<file path="config.mk">
export PLATFORM = sky130hd
export DESIGN_NAME = base64_stream_decoder_top
export DESIGN_NICKNAME = d
export VERILOG_FILES = /design/src/hdl/b64d_pkg.sv /design/src/hdl/b64d_front.sv /design/src/hdl/b64d_queue.sv /design/src/hdl/b64d_back.sv /design/src/hdl/base64_stream_decoder_top.sv
export SDC_FILE = /design/constraint.sdc
export NUM_CORES = 1
export LEC_CHECK = 0
export BUFFER_PORTS_ARGS = -buffer_cell sky130_fd_sc_hd__buf_2
export CAP_MARGIN = 20
export CELL_PAD_IN_SITES_DETAIL_PLACEMENT = 1
export CELL_PAD_IN_SITES_GLOBAL_PLACEMENT = 1
export CORE_MARGIN = 2
export CORE_UTILIZATION = 49
export CTS_CLUSTER_DIAMETER = 60
export DETAILED_ROUTE_END_ITERATION = 8
export PLACE_DENSITY = 0.83
export SLEW_MARGIN = 20
export SYNTH_ARGS = -nofsm -noshare
export SYNTH_HDL_FRONTEND = slang
export SYNTH_SLANG_ARGS = --single-unit
</file>
<file path="constraint.sdc">
create_clock -name clk -period 5 [get_ports clk]
set_input_delay 0.5 -clock clk [delete_from_list [all_inputs] [get_ports clk]]
set_output_delay 0.5 -clock clk [all_outputs]
set_load 0.005 [all_outputs]
</file>
<file path="src/hdl/b64d_pkg.sv">
`default_nettype none
package b64d_pkg;

  // Width of one decoded sextet and of the pending-sextet buffer.
  localparam int unsigned SEXTET_W = 6;
  localparam int unsigned BUF_W    = 18;

  // Width of the packed output word on the stream bus.
  localparam int unsigned OUT_DATA_W = 16;
  localparam int unsigned OUT_USER_W = 2;

  // Character classes after the alphabet look-up.
  typedef enum logic [1:0] {
    CHAR_SEXTET = 2'd0,
    CHAR_SKIP   = 2'd1,
    CHAR_STOP   = 2'd2
  } char_kind_t;

  typedef struct packed {
    char_kind_t           kind;
    logic [SEXTET_W-1:0]  sextet;
  } char_class_t;

  // One unit of work handed from the front end to the back end: up to three
  // result words produced by one accepted character.
  typedef struct packed {
    logic [2:0][7:0] bytes;      // bytes[0] goes out first
    logic [1:0]      last_idx;   // index of the final result word
    logic            byte_valid; // 0 for the empty end marker
    logic            msg_end;    // final word closes the message
    logic            stopped;    // decoding has halted in this message
  } b64d_job_t;

  // Maps one character to its sextet, or marks it as skipped or as a stop.
  function automatic char_class_t map_char(input logic [7:0] c, input logic url);
    char_class_t r;
    r.kind   = CHAR_STOP;
    r.sextet = '0;
    if (c >= 8'h41 && c <= 8'h5a) begin
      r.kind   = CHAR_SEXTET;
      r.sextet = 6'(c - 8'h41);
    end else if (c >= 8'h61 && c <= 8'h7a) begin
      r.kind   = CHAR_SEXTET;
      r.sextet = 6'(c - 8'h61 + 8'd26);
    end else if (c >= 8'h30 && c <= 8'h39) begin
      r.kind   = CHAR_SEXTET;
      r.sextet = 6'(c - 8'h30 + 8'd52);
    end else if (c == 8'h2b) begin
      r.kind   = CHAR_SEXTET;
      r.sextet = 6'd62;
    end else if (c == 8'h2f) begin
      r.kind   = CHAR_SEXTET;
      r.sextet = 6'd63;
    end else if (url && c == 8'h2d) begin
      r.kind   = CHAR_SEXTET;
      r.sextet = 6'd62;
    end else if (url && c == 8'h5f) begin
      r.kind   = CHAR_SEXTET;
      r.sextet = 6'd63;
    end else if (url && c == 8'h3d) begin
      r.kind   = CHAR_SKIP;
    end
    return r;
  endfunction

endpackage
`default_nettype wire

</file>
<file path="src/hdl/b64d_front.sv">
`default_nettype none
module b64d_front (
  input  wire logic               clk,
  input  wire logic               rst,
  // Configuration
  input  wire logic               cfg_valid,
  input  wire logic               cfg_data,
  // Input characters
  input  wire logic               in_valid,
  input  wire logic [7:0]         in_char,
  input  wire logic               in_last,
  output logic                    in_ready,
  // Job queue write side
  input  wire logic               queue_full,
  output logic                    job_push,
  output b64d_pkg::b64d_job_t     job
);

  logic                          url_mode;
  logic [b64d_pkg::BUF_W-1:0]    sbuf;
  logic [1:0]                    scount;
  logic                          halted;

  logic [b64d_pkg::BUF_W-1:0]    sbuf_next;
  logic [1:0]                    scount_next;
  logic                          halted_next;
  logic                          accept;
  logic                          group_done;
  logic [23:0]                   group;
  b64d_pkg::char_class_t         cls;

  assign in_ready = !queue_full;
  assign accept   = in_valid && in_ready;
  assign cls      = b64d_pkg::map_char(in_char, url_mode);

  // Decode one character against the pending sextets.
  always_comb begin
    sbuf_next   = sbuf;
    scount_next = scount;
    halted_next = halted;
    group_done  = 1'b0;
    group       = {sbuf, cls.sextet};
    if (!halted) begin
      if (cls.kind == b64d_pkg::CHAR_SEXTET) begin
        if (scount == 2'd3) begin
          group_done  = 1'b1;
          sbuf_next   = '0;
          scount_next = 2'd0;
        end else begin
          sbuf_next   = {sbuf[b64d_pkg::BUF_W-b64d_pkg::SEXTET_W-1:0], cls.sextet};
          scount_next = scount + 2'd1;
        end
      end else if (cls.kind == b64d_pkg::CHAR_STOP) begin
        halted_next = 1'b1;
      end
    end
  end

  // Build the job for the back end: a full group, or a flush at message end.
  always_comb begin
    job.bytes      = '0;
    job.last_idx   = 2'd0;
    job.byte_valid = 1'b1;
    job.msg_end    = in_last;
    job.stopped    = halted_next;
    job_push       = 1'b0;
    if (group_done) begin
      job.bytes[0] = group[23:16];
      job.bytes[1] = group[15:8];
      job.bytes[2] = group[7:0];
      job.last_idx = 2'd2;
      job_push     = accept;
    end else if (in_last) begin
      job_push = accept;
      unique case (scount_next)
        2'd2: begin
          job.bytes[0] = sbuf_next[11:4];
        end
        2'd3: begin
          job.bytes[0] = sbuf_next[17:10];
          job.bytes[1] = sbuf_next[9:2];
          job.last_idx = 2'd1;
        end
        default: begin
          job.byte_valid = 1'b0;
        end
      endcase
    end
  end

  // Decoder state; a message end returns it to the start of a message.
  always_ff @(posedge clk) begin
    if (rst) begin
      sbuf   <= '0;
      scount <= 2'd0;
      halted <= 1'b0;
    end else if (accept) begin
      if (in_last) begin
        sbuf   <= '0;
        scount <= 2'd0;
        halted <= 1'b0;
      end else begin
        sbuf   <= sbuf_next;
        scount <= scount_next;
        halted <= halted_next;
      end
    end
  end

  // Mode register.
  always_ff @(posedge clk) begin
    if (rst) begin
      url_mode <= 1'b0;
    end else if (cfg_valid) begin
      url_mode <= cfg_data;
    end
  end

endmodule
`default_nettype wire

</file>
<file path="src/hdl/b64d_queue.sv">
`default_nettype none
module b64d_queue #(
  parameter int unsigned DEPTH = 2
) (
  input  wire logic                clk,
  input  wire logic                rst,
  input  wire logic                push,
  input  wire b64d_pkg::b64d_job_t push_job,
  output logic                     full,
  input  wire logic                pop,
  output b64d_pkg::b64d_job_t      head,
  output logic                     empty
);

  localparam int unsigned PTR_W = (DEPTH > 1) ? $clog2(DEPTH) : 1;
  localparam int unsigned CNT_W = $clog2(DEPTH + 1);

  b64d_pkg::b64d_job_t entries [DEPTH];
  logic [PTR_W-1:0]    wr_ptr;
  logic [PTR_W-1:0]    rd_ptr;
  logic [CNT_W-1:0]    count;
  logic                do_push;
  logic                do_pop;

  assign full    = (count == CNT_W'(DEPTH));
  assign empty   = (count == '0);
  assign do_push = push && !full;
  assign do_pop  = pop && !empty;
  assign head    = entries[rd_ptr];

  // Storage.
  always_ff @(posedge clk) begin
    if (do_push) begin
      entries[wr_ptr] <= push_job;
    end
  end

  // Pointers and fill count.
  always_ff @(posedge clk) begin
    if (rst) begin
      wr_ptr <= '0;
      rd_ptr <= '0;
      count  <= '0;
    end else begin
      if (do_push) begin
        wr_ptr <= (wr_ptr == PTR_W'(DEPTH - 1)) ? '0 : wr_ptr + PTR_W'(1);
      end
      if (do_pop) begin
        rd_ptr <= (rd_ptr == PTR_W'(DEPTH - 1)) ? '0 : rd_ptr + PTR_W'(1);
      end
      if (do_push && !do_pop) begin
        count <= count + CNT_W'(1);
      end else if (do_pop && !do_push) begin
        count <= count - CNT_W'(1);
      end
    end
  end

endmodule
`default_nettype wire

</file>
<file path="src/hdl/b64d_back.sv">
`default_nettype none
module b64d_back (
  input  wire logic                clk,
  input  wire logic                rst,
  // Job queue read side
  input  wire logic                queue_empty,
  input  wire b64d_pkg::b64d_job_t head,
  output logic                     pop,
  // Result words
  output logic                     out_valid,
  input  wire logic                out_ready,
  output logic [7:0]               out_byte,
  output logic                     out_byte_valid,
  output logic                     out_run_last,
  output logic                     out_msg_end,
  output logic                     out_stopped
);

  b64d_pkg::b64d_job_t cur;
  logic                have;
  logic [1:0]          idx;
  logic                take;
  logic                final_word;

  assign out_valid      = have;
  assign take           = have && out_ready;
  assign final_word     = (idx == cur.last_idx);
  assign pop            = !queue_empty && (!have || (take && final_word));

  assign out_byte       = cur.bytes[idx];
  assign out_byte_valid = cur.byte_valid;
  assign out_run_last   = final_word;
  assign out_msg_end    = final_word && cur.msg_end;
  assign out_stopped    = cur.stopped;

  // Job payload; loaded whenever the queue head is taken.
  always_ff @(posedge clk) begin
    if (pop) begin
      cur <= head;
    end
  end

  // Word sequencing through the current job.
  always_ff @(posedge clk) begin
    if (rst) begin
      have <= 1'b0;
      idx  <= 2'd0;
    end else if (pop) begin
      have <= 1'b1;
      idx  <= 2'd0;
    end else if (take && final_word) begin
      have <= 1'b0;
    end else if (take) begin
      idx <= idx + 2'd1;
    end
  end

endmodule
`default_nettype wire

</file>
<file path="src/hdl/base64_stream_decoder_top.sv">
`default_nettype none
// Streaming base64 decoder. One text character is accepted per cycle; every
// fourth alphabet character gives three decoded bytes, and a character marked
// with tlast flushes a partial group (n characters give n-1 bytes) or gives an
// empty end marker with byte_valid low. Each output word carries one byte, so
// a full group occupies the output for three words, and the sustained input
// rate is one character per cycle up to the point where the output port, at
// one word per cycle, becomes the limit. Each job waits in the queue and is then
// loaded into the back end's job register. Input and output are parted by a job
// queue of QUEUE_DEPTH entries; the input stalls only when that queue is full.
// In standard mode '=' or any non-alphabet byte halts decoding until the
// message end; with url_safe_mode set, '-' and '_' decode as 62 and 63 and
// '=' is skipped. The mode register is written through the cfg channel.
module base64_stream_decoder_top #(
  parameter int unsigned QUEUE_DEPTH = 2
) (
  input  wire logic                              clk,
  input  wire logic                              rst,
  // Configuration: bit 0 is url_safe_mode
  input  wire logic                              cfg_valid,
  output logic                                   cfg_ready,
  input  wire logic                              cfg_data,
  // Input characters
  input  wire logic                              s_axis_tvalid,
  output logic                                   s_axis_tready,
  input  wire logic [7:0]                        s_axis_tdata,  // [7:0] text_char
  input  wire logic                              s_axis_tlast,  // message_last
  // Decoded words
  output logic                                   m_axis_tvalid,
  input  wire logic                              m_axis_tready,
  output logic [b64d_pkg::OUT_DATA_W-1:0]        m_axis_tdata,  // [7:0] data_byte, [8] run_last
  output logic [b64d_pkg::OUT_USER_W-1:0]        m_axis_tuser,  // [0] byte_valid, [1] stopped_early
  output logic                                   m_axis_tlast   // message_end
);

  b64d_pkg::b64d_job_t push_job;
  b64d_pkg::b64d_job_t head;
  logic                push;
  logic                pop;
  logic                full;
  logic                empty;
  logic [7:0]          out_byte;
  logic                out_byte_valid;
  logic                out_run_last;
  logic                out_stopped;

  assign cfg_ready = 1'b1;

  // Front end: alphabet look-up and sextet gathering.
  b64d_front u_front (
    .clk        (clk),
    .rst        (rst),
    .cfg_valid  (cfg_valid),
    .cfg_data   (cfg_data),
    .in_valid   (s_axis_tvalid),
    .in_char    (s_axis_tdata),
    .in_last    (s_axis_tlast),
    .in_ready   (s_axis_tready),
    .queue_full (full),
    .job_push   (push),
    .job        (push_job)
  );

  // Job queue between the two halves.
  b64d_queue #(
    .DEPTH (QUEUE_DEPTH)
  ) u_queue (
    .clk      (clk),
    .rst      (rst),
    .push     (push),
    .push_job (push_job),
    .full     (full),
    .pop      (pop),
    .head     (head),
    .empty    (empty)
  );

  // Back end: one byte per output word.
  b64d_back u_back (
    .clk            (clk),
    .rst            (rst),
    .queue_empty    (empty),
    .head           (head),
    .pop            (pop),
    .out_valid      (m_axis_tvalid),
    .out_ready      (m_axis_tready),
    .out_byte       (out_byte),
    .out_byte_valid (out_byte_valid),
    .out_run_last   (out_run_last),
    .out_msg_end    (m_axis_tlast),
    .out_stopped    (out_stopped)
  );

  // Output packing.
  assign m_axis_tdata = {{(b64d_pkg::OUT_DATA_W - 9){1'b0}}, out_run_last, out_byte};
  assign m_axis_tuser = {out_stopped, out_byte_valid};

endmodule
`default_nettype wire

</file>
### Word level (Yosys, flattened, before mapping)

Memories as Yosys holds them, arrays and structs flattened. A register that Yosys moved wholly into a read port is not among the register bits.
Cells that the tools add are included.

* register bits after elaboration: 29
* latch bits: 0
* RAM bits: 58
* bits in read-only memories: 0
* input bits: 15
* output and inout bits: 22
* logic and storage cells: 116
* memories: 1

Memories
* u_queue.entries: words 2, bits a word 29, rd ports 1, clocked after Yosys merged registers in 1, write ports 1, line b64d_queue.sv:18 `b64d_pkg::b64d_job_t entries [DEPTH];`

* add/sub/neg operators: 11
* multipliers: 0
* div/mod/pow operators: 0
* $lt $le $gt $ge: 7
* eq/ne operators: 12
* shift operators: 0
* multiplexer cells: 44
* bitwise gates (word level): 1
* reductions and logical operators: 30

Operators by type and width (number)
* 18-bit two-way mux: 5
* 8-bit two-way mux: 9
* 8-bit by 6-bit == test with 1-bit output, second input constant: 4
* 19-bit two-way mux: 1
* 1-bit two-way mux: 18
* 8-bit binary-select mux with 2-bit select: 1
* 8-bit by 7-bit greater-or-equal comparator with 1-bit output, second input constant: 2
* 8-bit by 7-bit less-or-equal comparator with 1-bit output, second input constant: 2
* 2-bit two-way mux: 8
* 8-bit case mux with 2 select lines: 1
* 1-bit logical AND: 15
* 6-bit subtractor, second input constant: 2
* 2-bit == test, second input constant: 5
* 8-bit by 7-bit == test with 1-bit output, second input constant: 1
* 8-bit by 6-bit greater-or-equal comparator with 1-bit output, second input constant: 1
* 8-bit by 6-bit less-or-equal comparator with 1-bit output, second input constant: 1
* 2-bit by 1-bit adder with 2-bit output, second input constant: 3
* 6-bit by 5-bit adder with 6-bit output, second input constant: 1
* 6-bit adder, second input constant: 1
* 6-bit two-way mux: 1
* 2-bit nonzero test: 3
* 6-bit by 1-bit subtractor with 6-bit output, second input constant: 1
* 1-bit logical NOT: 5
* 2-bit logical NOT: 2
* other kinds (10): 12

### Depth between registers and ports, before layout

Gate-level depths: netlist of run 1.

* depth after elaboration: 19
* depth in mapped cells: 12
* mapped depth without buffers: 11

### Modules after synthesis

From an unflattened synthesis of run 1, not the netlist that was laid out.

* cells, all modules: 452
* area total of the unflattened synthesis: 5616.6 um2

Modules (own cells, without submodules)
* b64d_queue: times used 1, cells an instance 115, area each 2306.0 um2, seq. area each 1841.8 um2
* b64d_front: times used 1, cells an instance 243, area each 1971.9 um2, seq. area each 440.4 um2
* b64d_back: times used 1, cells an instance 81, area each 1248.7 um2, seq. area each 930.9 um2
* base64_stream_decoder_top: times used 1, cells an instance 13, area each 90.1 um2, seq. area each 0.0 um2

### Worst setup path before layout of run 1

No wires, ideal clock.

* kind: in2reg
* from: in s_axis_tdata[2]
* to: mem u_queue.entries[0][0] in the netlist's numbering, enable pin
* library setup time: 0.418 ns
* arrival time: 3.288 ns
* data required time: 4.582 ns
* slack: 1.293 ns
* stages on the path: 8
* buffers on the path: 0
* path through: inv_1 > ha_1 > a21o_1 > a31o_2 > nor3_4 > o21ai_4 > a21oi_2 > nor2b_1

* longest elaborated chain between the ends: 17
* elaborated cells between the ends (all ways): 32

Ends and longest elaborated chain
* start: declaration: line base64_stream_decoder_top.sv:26 `input wire logic [7:0] s_axis_tdata,`
* 8-bit by 6-bit == test with 1-bit output: line b64d_pkg.sv:60 `end else if (url && c == 8'h3d) begin`
* 1-bit logical AND: line b64d_pkg.sv:60
* 2-bit two-way mux: line b64d_pkg.sv:60
* 2-bit two-way mux: line b64d_pkg.sv:57 `end else if (url && c == 8'h5f) begin`
* 8-bit two-way mux: line b64d_pkg.sv:54 `end else if (url && c == 8'h2d) begin`
* 8-bit two-way mux: line b64d_pkg.sv:51 `end else if (c == 8'h2f) begin`
* 8-bit two-way mux: line b64d_pkg.sv:48 `end else if (c == 8'h2b) begin`
* 8-bit two-way mux: line b64d_pkg.sv:45 `end else if (c >= 8'h30 && c <= 8'h39) begin`
* [2 not listed]
* 2-bit logical NOT *: line b64d_front.sv:44 `if (cls.kind == b64d_pkg::CHAR_SEXTET) begin`
* 1-bit two-way mux *: line b64d_front.sv:44
* 1-bit two-way mux *: line b64d_front.sv:43 `if (!halted) begin`
* 1-bit two-way mux *: line b64d_front.sv:67 `if (group_done) begin`
* 1-bit logical AND *: line b64d_queue.sv:27 `assign do_push = push && !full;`
* via u_queue.do_push: line b64d_queue.sv:22 `logic do_push;`
* 1-bit two-way mux *: line b64d_queue.sv:33 `if (do_push) begin`
* 1-bit two-way mux (implied by the code) *: line b64d_queue.sv:34 `entries[wr_ptr] <= push_job;`
* end: declaration: line b64d_queue.sv:18

Mark *: on every way through the listed nets, which the timed path passes. The rest lies on a longest branch.

### Worst setup path in the final report of run 1

* from: reg u_back.idx[0]
* to: reg u_queue.count[1]

* longest elaborated chain between the ends: 8
* elaborated cells between the ends (all ways): 10

Ends and longest elaborated chain
* start: declaration: line b64d_back.sv:21 `logic [1:0] idx;`
* start signal: assignment: line b64d_back.sv:54 `idx <= idx + 2'd1;`
* 2-bit == test *: line b64d_back.sv:27 `assign final_word = (idx == cur.last_idx);`
* 1-bit logical AND *: line b64d_back.sv:28 `assign pop = !queue_empty && (!have || (take && final_word));`
* 1-bit logical OR *: line b64d_back.sv:28
* 1-bit logical AND *: line b64d_back.sv:28
* via pop: line base64_stream_decoder_top.sv:39 `logic pop;`
* 1-bit logical AND *: line b64d_queue.sv:28 `assign do_pop = pop && !empty;`
* 1-bit logical NOT: line b64d_queue.sv:51 `if (do_push && !do_pop) begin`
* 1-bit logical AND: line b64d_queue.sv:51
* 2-bit two-way mux or 2-bit nonzero test (tied branches)
* end signal: assignment: line b64d_queue.sv:52 `count <= count + CNT_W'(1);`
* end signal: assignment: line b64d_queue.sv:54 `count <= count - CNT_W'(1);`
* end: declaration: line b64d_queue.sv:21 `logic [CNT_W-1:0] count;`

Marked as above.
A chain may end at the register's enable or synchronous reset.

==> impl_metrics.toml, run 1 <==
[grt]
grt-ovfl-total = 0
grt_usage_pct = 22.96
grt_antenna_before_repair = 0
grt_max_degree = 34
grt_pass1_vias = 4043
grt_pass1_wl_um = 22260

[synthesis]
yosysWarnings = 0
synth-edff-count = 87
synthCells = 470
ys_ff_latch = 116
synthesis.area_sq_um = 5720
avgSynthCellArea_sq_um = 12.17
yosys.cell_types.count = 74
synth-seq-area-share_pct = 55.82
postSynth.asyncResetShare_pct = 0
synthFlopType = "edfxtp_1"

[sta]
worst_slew_pin_slew_ns = 0.7996
finClkSkew_ns = 0.01372
final_hold_viol_count = 0
setup_viol = 0
rsz0062_at_grt = "false"
slew_headroom_pct = 46.70
finalCritPeriodShare_pct = 58.46
timing.fmax_ghz = 0.3421
tns_ns = 0
final_max_slew_viol_count = 0
fin_crit_ns = 2.923

[die]
start_util_pct = 50.10
die_y_um = 112.1
core_sq_um = 11420
ios = 37
rows = 39
die_x_um = 112.1
dieArea_sq_um = 12560

[routing]
antenna_left = 0
vias = 3907
routed_wl_um = 13980
drt_iter0_drc = 372
first_pass_iters = 5
via_per_inst = 5.992
avgRoutedWirePerCell_um = 21.45
route.detailed.drc = 0

[power_and_ir_drop]
p_total_mw = 3.051
ir_drop_uv = 543.5
p_leak_nw = 2.262
pwr_density_cell_nw_per_um2 = 469.2

[clocking]
ctsHtreeMaxLevel = 4
cts-hold-fix-buffers = 0
post_cts_buffers = 0
cts-buffers-inserted = 17
clk_latency_ns = 0.41
cts.path.max_buffers = 2
cts_root_buf = "clkbuf_16"
cts.clk_slew.worst_paths_ns = 0.05
cts_tree = "done"
cts.sinks = 116
cts_resized = 0

[finish]
area_delta_synth_final_pct = 13.69
layout-drive-gt1-share_pct = 23.58
nFillCells = 1151
diodes = 0
fin_cells = 652
fin_nets = 522
post-route-util_pct = 56.96
final_cell_area_sq_um = 6504

[place]
dp_cells = 620
gp_congestion = 0.9163
dp_hpwl_um = 9351
port_buffers = 28
place_area_sq_um = 5923

[worst_hold_path]
hold_depth = 3
min_path_type = "input pin to flop"

[run]
cap_viol_max_count = 0

[setup_path]
start_kind = "flop"
arrival_ns = 3.25
r2r_cells = 9
cp_data_required_time_ns = 5.33
worstSetupEndpointType = "flop"
criticalPathCategory = "flop to flop"
crit_fanout = 33

[status]
status = "finished, final reports clean"
sequential cells by signal, summed over array words and instances (netlist names):
name,count
u_front.url_mode,1
u_front.halted,1
u_back.out_stopped,1
u_front.scount,2
u_queue.count,2
u_back.cur,27
u_back.out_valid,1
u_back.out_byte_valid,1
u_back.idx,2
u_queue.rd_ptr,1
u_queue.wr_ptr,1
u_queue.entries,58
u_front.sbuf,18
metrics by stage:
| stage | setup slack [ns] | hold slack, ns |
|---|---|---|
| 2_1_floorplan | 1.293 | 0.4658 |
| 5_1_grt | 1.818 | 0.3851 |
| 6_report | 2.077 | 0.3329 |
| 3_3_place_gp | 1.809 | 0.4825 |
| 3_5_place_dp | 1.696 | 0.5033 |
| 4_1_cts | 2.032 | 0.3206 |
cells in the final DEF, fill, tap and decap left out, types with 7 or more instances in the layout:
| cell | netlist | layout |
|---|---|---|
| edfxtp_1 | 87 | 87 |
| nor2_1 | 34 | 34 |
| mux2_2 | 30 | 30 |
| dfxtp_1 | 29 | 29 |
| buf_2 | 5 | 28 |
| nand2_1 | 27 | 27 |
| clkbuf_16 | 0 | 17 |
| inv_1 | 16 | 16 |
| o21ai_0 | 15 | 15 |
| a21oi_1 | 14 | 13 |
| a22oi_1 | 13 | 13 |
| nor2b_1 | 13 | 12 |
| ha_1 | 11 | 11 |
| mux2i_1 | 10 | 10 |
| a31oi_1 | 9 | 9 |
| nand3_1 | 9 | 9 |
| and2_1 | 9 | 9 |
| nor3_1 | 8 | 8 |
| conb_1 | 2 | 8 |
| a22o_1 | 7 | 7 |
Yosys cell counts (4+ instances only):
library cell | instances | area share [%]
nor2_1 | 34 | 2.2
ha_1 | 11 | 2.4
xnor2_1 | 5 | 0.77
dfxtp_1 | 29 | 10
xor2_1 | 5 | 0.77
o22ai_1 | 4 | 0.44
nor3_1 | 8 | 0.70
a31oi_1 | 9 | 0.98
a21oi_1 | 14 | 1.2
o211ai_1 | 4 | 0.52
nand2_1 | 27 | 1.8
o21ai_0 | 15 | 1.3
buf_2 | 5 | 0.44
a22oi_1 | 13 | 1.7
nand3_1 | 9 | 0.79
nor2b_1 | 13 | 1.4
mux2_2 | 30 | 5.9
clkbuf_1 | 10 | 0.66
inv_1 | 16 | 1.0
a221o_1 | 4 | 0.70
and2_1 | 9 | 0.98
buf_4 | 12 | 1.6
a21o_1 | 4 | 0.52
mux2i_1 | 10 | 1.7
a22o_1 | 7 | 1.1
edfxtp_1 | 87 | 46
o31ai_1 | 5 | 0.66
layout make-up:
class,count,area (sq um),area share (%)
Timing Repair Buffer,34,185.2,2.847
Clock inverter,10,106.4,1.635
Inverter,17,63.81,0.9811
Tap cell,143,178.9,2.751
Sequential cell,116,3193,49.10
Multi-Input combinational cell,310,2302,35.40
Clock buffer,22,474.2,7.291
power by group:
part	switching (mW)	internal, mW
clock network	0.407	0.767
registers	0.0736	1.24
logic	0.327	0.235
logic make-up (layout without fill, tap and decap cells):
logic type | after synthesis | after routing | share of synthesized area (%)
simple gates | 123 | 123 | 11.33
compound gates | 118 | 118 | 16.56
flops | 116 | 116 | 55.82
buf+inv | 50 | 83 | 4.571
mux | 40 | 40 | 7.655
fa+ha+maj | 11 | 11 | 2.406
xor+xnor | 10 | 10 | 1.531
other cells | 2 | 8 | 0.1313
worst paths after layout:
check	startpoint	endpoint	slack (ns)
hold / removal	cfg_data	u_front.url_mode$_SDFFE_PP0P_	0.33
hold reg to reg	u_queue.count[1]$_SDFFE_PP0P_	u_queue.count[1]$_SDFFE_PP0P_	0.51
setup / recovery	u_back.idx[0]$_SDFFE_PP0P_	u_queue.count[1]$_SDFFE_PP0P_	2.08
setup reg to reg	u_back.idx[0]$_SDFFE_PP0P_	u_queue.count[1]$_SDFFE_PP0P_	2.08
critical path, stage by stage, from the launching register on:
cell and delay [ns]:
dfxtp_1 0.79, xor2_1 0.17, nor2_1 0.23, nand2_1 0.16, a21oi_4 0.16, buf_4 0.38, inv_1 0.10, ha_1 0.35
or3_1 0.37, a21oi_1 0.14
per-layer routing:
metal / up-vias / global-route usage, % / routed length, um / part of all wire, %
li1: 1808 / - / - / -
met1: 1971 / 27.56 / 5944 / 43
met3: 19 / 4.158 / 468 / 3.3
met2: 109 / 41.82 / 7360 / 53
met5: - / 0 / 0 / 0
met4: 0 / 7.561 / 210 / 1.5
Note: power is estimated with default switching activity, not from simulation.
==> run 2: changes to the inputs <==
- ABC_AREA: default -> 1
- CORE_UTILIZATION: 49 -> 47
- PLACE_DENSITY: 0.83 -> 0.84
- clock period: 5 -> 3 ns (I/O delays scaled with it)
==> impl_metrics.toml, run 2 <==
[clocking]
cts_root_buf = "clkbuf_16"
cts.path.max_buffers = 2
cts-hold-fix-buffers = 0
cts-buffers-inserted = 17
clk_latency_ns = 0.41
cts.sinks = 116
cts_resized = 0
cts.clk_slew.worst_paths_ns = 0.06
ctsHtreeMaxLevel = 4
cts_tree = "done"
post_cts_buffers = 0

[status]
status = "finished, final reports clean"

[finish]
seq_area_sq_um = 3193
layout-drive-gt1-share_pct = 14.96
nFillCells = 1383
final_cell_area_sq_um = 6664
multi_input_area_sq_um = 2243
largest_reg_flops = 58
layout_common_cells = "nand2_1 (253), edfxtp_1 (87), nor2_1 (37), nand3_1 (36), a21oi_1 (33)"
area_delta_synth_final_pct = 15.81
reg_top3 = "u_queue.entries: 58 flops, u_back.cur: 27 flops, u_front.sbuf: 18 flops"
post-route-util_pct = 55.71
diodes = 0
fin_nets = 708
final_common_cell = "nand2_1"
top_register = "u_queue.entries"

[setup_path]
cp_data_required_time_ns = 3.29
worstSetupEndpointType = "flop"
criticalPathCategory = "input pin to flop"
start_kind = "input pin"
arrival_ns = 2.94
crit_fanout = 10

[run]
cap_viol_max_count = 0

[place]
port_buffers = 28
dp_hpwl_um = 10680
gp_congestion = 0.8464
place_area_sq_um = 6022

[synthesis]
yosys.cell_types.count = 38
synth-seq-area-share_pct = 55.49
yosysWarnings = 0
synth_common_cells = "nand2_1 (253), edfxtp_1 (87), nor2_1 (39)"
synth-edff-count = 87
synthCells = 651
synth.largest_area_cell = "edfxtp_1"
ys_ff_latch = 116
synthFlopType = "edfxtp_1"
yosysMostFrequentCell = "nand2_1"
postSynth.asyncResetShare_pct = 0
avgSynthCellArea_sq_um = 8.839
synthesis.area_sq_um = 5754
yosysTopAreaCellShare_pct = 45.40
synthTopCellsByArea = "edfxtp_1 (45%), nand2_1 (17%), dfxtp_1 (10%)"

[power_and_ir_drop]
p_int_mw = 3.955
ir_drop_uv = 462.9
p_comb_share_pct = 20.0
swShare_pct = 29.57
pwr_density_cell_nw_per_um2 = 842.7
pwr-share-clk_pct = 39.8
p_leak_nw = 2.804
p_seq_share_pct = 40.2
p_total_mw = 5.616
p_sw_mw = 1.661

[sta]
fin_crit_ns = 2.647
tns_ns = 0
worst_slew_pin_slew_ns = 1.013
timing.fmax_ghz = 0.3778
setup_viol = 0
finClkSkew_ns = 0.01090
final_max_slew_viol_count = 0
final_hold_viol_count = 0
slew_headroom_pct = 32.41
rsz0062_at_grt = "false"
finalCritPeriodShare_pct = 88.22

[die]
die_x_um = 114.7
start_util_pct = 48.11
rows = 40
die_y_um = 114.7
ios = 37
core_sq_um = 11960
dieArea_sq_um = 13140

[routing]
avgRoutedWirePerCell_um = 19.60
vias = 4744
routed_wl_um = 16500
antenna_left = 0
route.detailed.drc = 0
drt_iter0_drc = 386
first_pass_iters = 5
via_per_inst = 5.634

[grt]
grt_pass1_vias = 4955
grt_pass1_wl_um = 26570
grt_usage_pct = 26.66
grt_max_degree = 32
grt-ovfl-total = 0
grt_antenna_before_repair = 0

[worst_hold_path]
min_path_type = "input pin to flop"
run 2: cell count changes in the layout (fill, tap and decap cells not counted), moves of 8 or more:
cell	previous run	this run
o21ai_0	15	27
nand4_1	3	14
inv_1	16	29
mux2_2	30	0
a22oi_1	13	0
nand2_2	0	8
nor2b_1	12	0
and2_1	9	0
nand2_1	27	253
nand3_1	9	36
a21oi_1	13	33
mux2i_1	10	0
run 2: kinds of logic after synthesis:
family	share of synthesized area, %
XOR/XNOR	1.065
buffers and inverters	6.001
flip-flops	55.49
AND/OR/NAND/NOR	28.11
adder cells (fa/ha/maj)	2.392
AO/OA/AOI/OAI	6.806
other	0.1305
run 2: cell type report:
type / count / share of cell area, %
clock buffers: 21 / 6.910
clock inverters: 11 / 2.722
inverters: 37 / 2.084
multi-input cells: 469 / 33.67
repair buffers: 41 / 3.943
well taps: 147 / 2.760
flip-flops and latches: 116 / 47.92
run 2: power by group through the flow:
stage / Clock (mW) / Sequential, mW / Combinational (mW)
4_1_cts: 2.25 / 2.26 / 1.12
2_1_floorplan: 0 / 2.23 / 0.727
3_3_place_gp: 0 / 2.25 / 1.03
3_5_place_dp: 0 / 2.27 / 1.08
6_report: 2.23 / 2.26 / 1.12
5_1_grt: 2.31 / 2.28 / 1.25
run 2: worst paths after layout:
check | start | endpoint | slack, ns | cells after the start
max | s_axis_tdata[1] | u_queue.count[1]$_SDFFE_PP0P_ | 0.35 | 17
min | cfg_valid | u_front.url_mode$_SDFFE_PP0P_ | 0.08 | 2
min reg2reg | u_front.sbuf[15]$_SDFFE_PP0P_ | u_front.sbuf[15]$_SDFFE_PP0P_ | 0.48 | 2
max reg2reg | u_back.idx[0]$_SDFFE_PP0P_ | u_queue.count[1]$_SDFFE_PP0P_ | 0.44 | 10
run 2: routing by layer:
metal	vias up	wire (um)	global-route usage, %
li1	2208	-	-
met1	2317	7020	32.70
met5	-	0	0
met2	176	8332	46.55
met4	0	449	10.00
met3	43	697	5.082
run 2: worst max-delay path, stage by stage:
cell and delay (ns):
buf_2 0.15, inv_1 0.12, ha_1 0.22, inv_1 0.10, nand2_1 0.09, nand4_2 0.11, nand2_1 0.10, inv_2 0.11
nand2_4 0.07, nand3_4 0.15, nand3_1 0.24, a21oi_2 0.28, ha_1 0.29, a21oi_1 0.17, o21ai_0 0.18, o21ai_0 0.20
a21oi_1 0.06
run 2: metrics by stage:
step,setup slack [ns],cells,hold slack [ns]
2_1_floorplan,0.1980,657,0.3785
3_3_place_gp,0.2574,810,0.4622
3_5_place_dp,0.1047,810,0.4758
4_1_cts,0.4169,842,0.06574
5_1_grt,0.2042,842,0.1054
6_report,0.3533,842,0.07750
==> run 3: changes to the inputs <==
- CORE_ASPECT_RATIO: default -> 2
==> impl_metrics.toml, run 3 (synthesis gave the netlist of run 2 again) <==
[status]
status = "finished, final reports clean"

[grt]
grt-ovfl-total = 0
grt_pass1_vias = 5184
grt_antenna_before_repair = 0
grt_max_degree = 32
grt_pass1_wl_um = 28280
grt_usage_pct = 29.42

[routing]
route.detailed.drc = 0
first_pass_iters = 5
vias = 4757
routed_wl_um = 18000
via_per_inst = 5.670
antenna_left = 0
avgRoutedWirePerCell_um = 21.46
drt_iter0_drc = 245

[clocking]
cts_root_buf = "clkbuf_16"
ctsHtreeMaxLevel = 4
post_cts_buffers = 0
cts.path.max_buffers = 2
cts.sinks = 116
cts_tree = "done"
cts_resized = 0
cts-hold-fix-buffers = 0
cts.clk_slew.worst_paths_ns = 0.06
cts-buffers-inserted = 17
clk_latency_ns = 0.42

[run]
cap_viol_max_count = 0

[sta]
rsz0062_at_grt = "false"
holdWs_ns = 0.06735
final_hold_viol_count = 0
timing.fmax_ghz = 0.3955
finalCritPeriodShare_pct = 84.28
final_max_slew_viol_count = 0
tns_ns = 0
fin_crit_ns = 2.528
finClkSkew_ns = 0.01365
setup_viol = 0
slew_headroom_pct = 40.27
worst_slew_pin_slew_ns = 0.8949

[place]
gp_congestion = 0.8736
dp_hpwl_um = 12210
port_buffers = 28

[power_and_ir_drop]
p_leak_nw = 2.774
pwr_density_cell_nw_per_um2 = 837.9
ir_drop_uv = 837.7

[setup_path]
start_kind = "flop"
crit_fanout = 17
worstSetupEndpointType = "output port"
cp_data_required_time_ns = 2.70
arrival_ns = 2.23
criticalPathCategory = "flop to output port"

[die]
die_y_um = 160.5
die_x_um = 82.24
start_util_pct = 47.74
dieArea_sq_um = 13200
core_sq_um = 12050
rows = 57
ios = 37

[finish]
layout-drive-gt1-share_pct = 14.88
nFillCells = 1375
diodes = 0
top_register = "u_queue.entries"
final_common_cell = "nand2_1"
fin_nets = 705
reg_top3 = "u_queue.entries: 58 flops, u_back.cur: 27 flops, u_front.sbuf: 18 flops"
layout_common_cells = "nand2_1 (253), edfxtp_1 (87), nor2_1 (38), nand3_1 (36), a21oi_1 (33)"
area_delta_synth_final_pct = 15.18
largest_reg_flops = 58

[worst_hold_path]
min_path_type = "input pin to flop"
-- run 3: changes by cell type in the layout (fill, tap and decap cells not counted) --
cell / delta
nor2_1: +1
clkinvlp_4: +2
clkbuf_8: -2
inv_6: +4
nor2_2: -1
clkbuf_1: -2
bufinv_16: -1
dfxtp_1: -1
clkinv_2: -3
clkinv_4: +2
buf_4: -3
dfxtp_2: +1
-- run 3: routing by layer --
metal	share of wire, %	routed length [um]	up-vias	global-route usage, %
met1	33	5903	2323	27.91
met5	0	0	-	0
met2	56	10120	170	53.67
met4	7.4	1329	0	20.08
met3	3.6	656	68	5.449
li1	-	-	2196	-
-- run 3: per-stage QoR --
step / util (%) / instances / worst slack, ns / area [sq um] / power (mW)
after CTS: 54.98 / 839 / 0.4592 / 6626 / 5.577
after global routing: 54.99 / 839 / 0.2624 / 6628 / 5.801
after detailed placement: 49.76 / 807 / 0.07142 / 5997 / 3.348
after floorplan: - / 657 / 0.1980 / 5779 / 2.954
after global placement: 49.76 / 807 / 0.1892 / 5997 / 3.263
final: 54.99 / 839 / 0.4715 / 6628 / 5.553
-- run 3: final timing paths --
path / from / endpoint / slack [ns] / cells past startpoint
setup reg to reg: u_back.idx[0]$_SDFFE_PP0P_ / u_queue.count[1]$_SDFFE_PP0P_ / 0.51 / 10
setup / recovery: u_back.idx[0]$_SDFFE_PP0P_ / m_axis_tdata[5] / 0.47 / 4
hold reg to reg: u_front.sbuf[14]$_SDFFE_PP0P_ / u_front.sbuf[14]$_SDFFE_PP0P_ / 0.48 / 2
hold / removal: cfg_valid / u_front.url_mode$_SDFFE_PP0P_ / 0.07 / 2
-- run 3: report_power, final --
part,internal (mW),switching (mW),leakage [nW],total (mW)
combinational,0.307,0.746,1.43,1.05
clock,1.40,0.791,0.298,2.19
sequential,2.13,0.183,1.05,2.31
-- run 3: final cells by class --
| class | count | area [sq um] | area share, % |
|---|---|---|---|
| Clock inverter | 15 | 203.9 | 3.077 |
| Timing Repair Buffer | 38 | 240.2 | 3.625 |
| Tap cell | 147 | 183.9 | 2.775 |
| Sequential cell | 116 | 3194 | 48.20 |
| Multi-Input combinational cell | 469 | 2241 | 33.81 |
| Clock buffer | 17 | 425.4 | 6.419 |
| Inverter | 37 | 138.9 | 2.096 |
-- run 3: worst max-delay path, cell delays in order (launching register included) --
cell	delay [ns]
dfxtp_1	0.59
clkinv_1	0.53
nand3_1	0.38
o21ai_0	0.15
buf_2	0.15
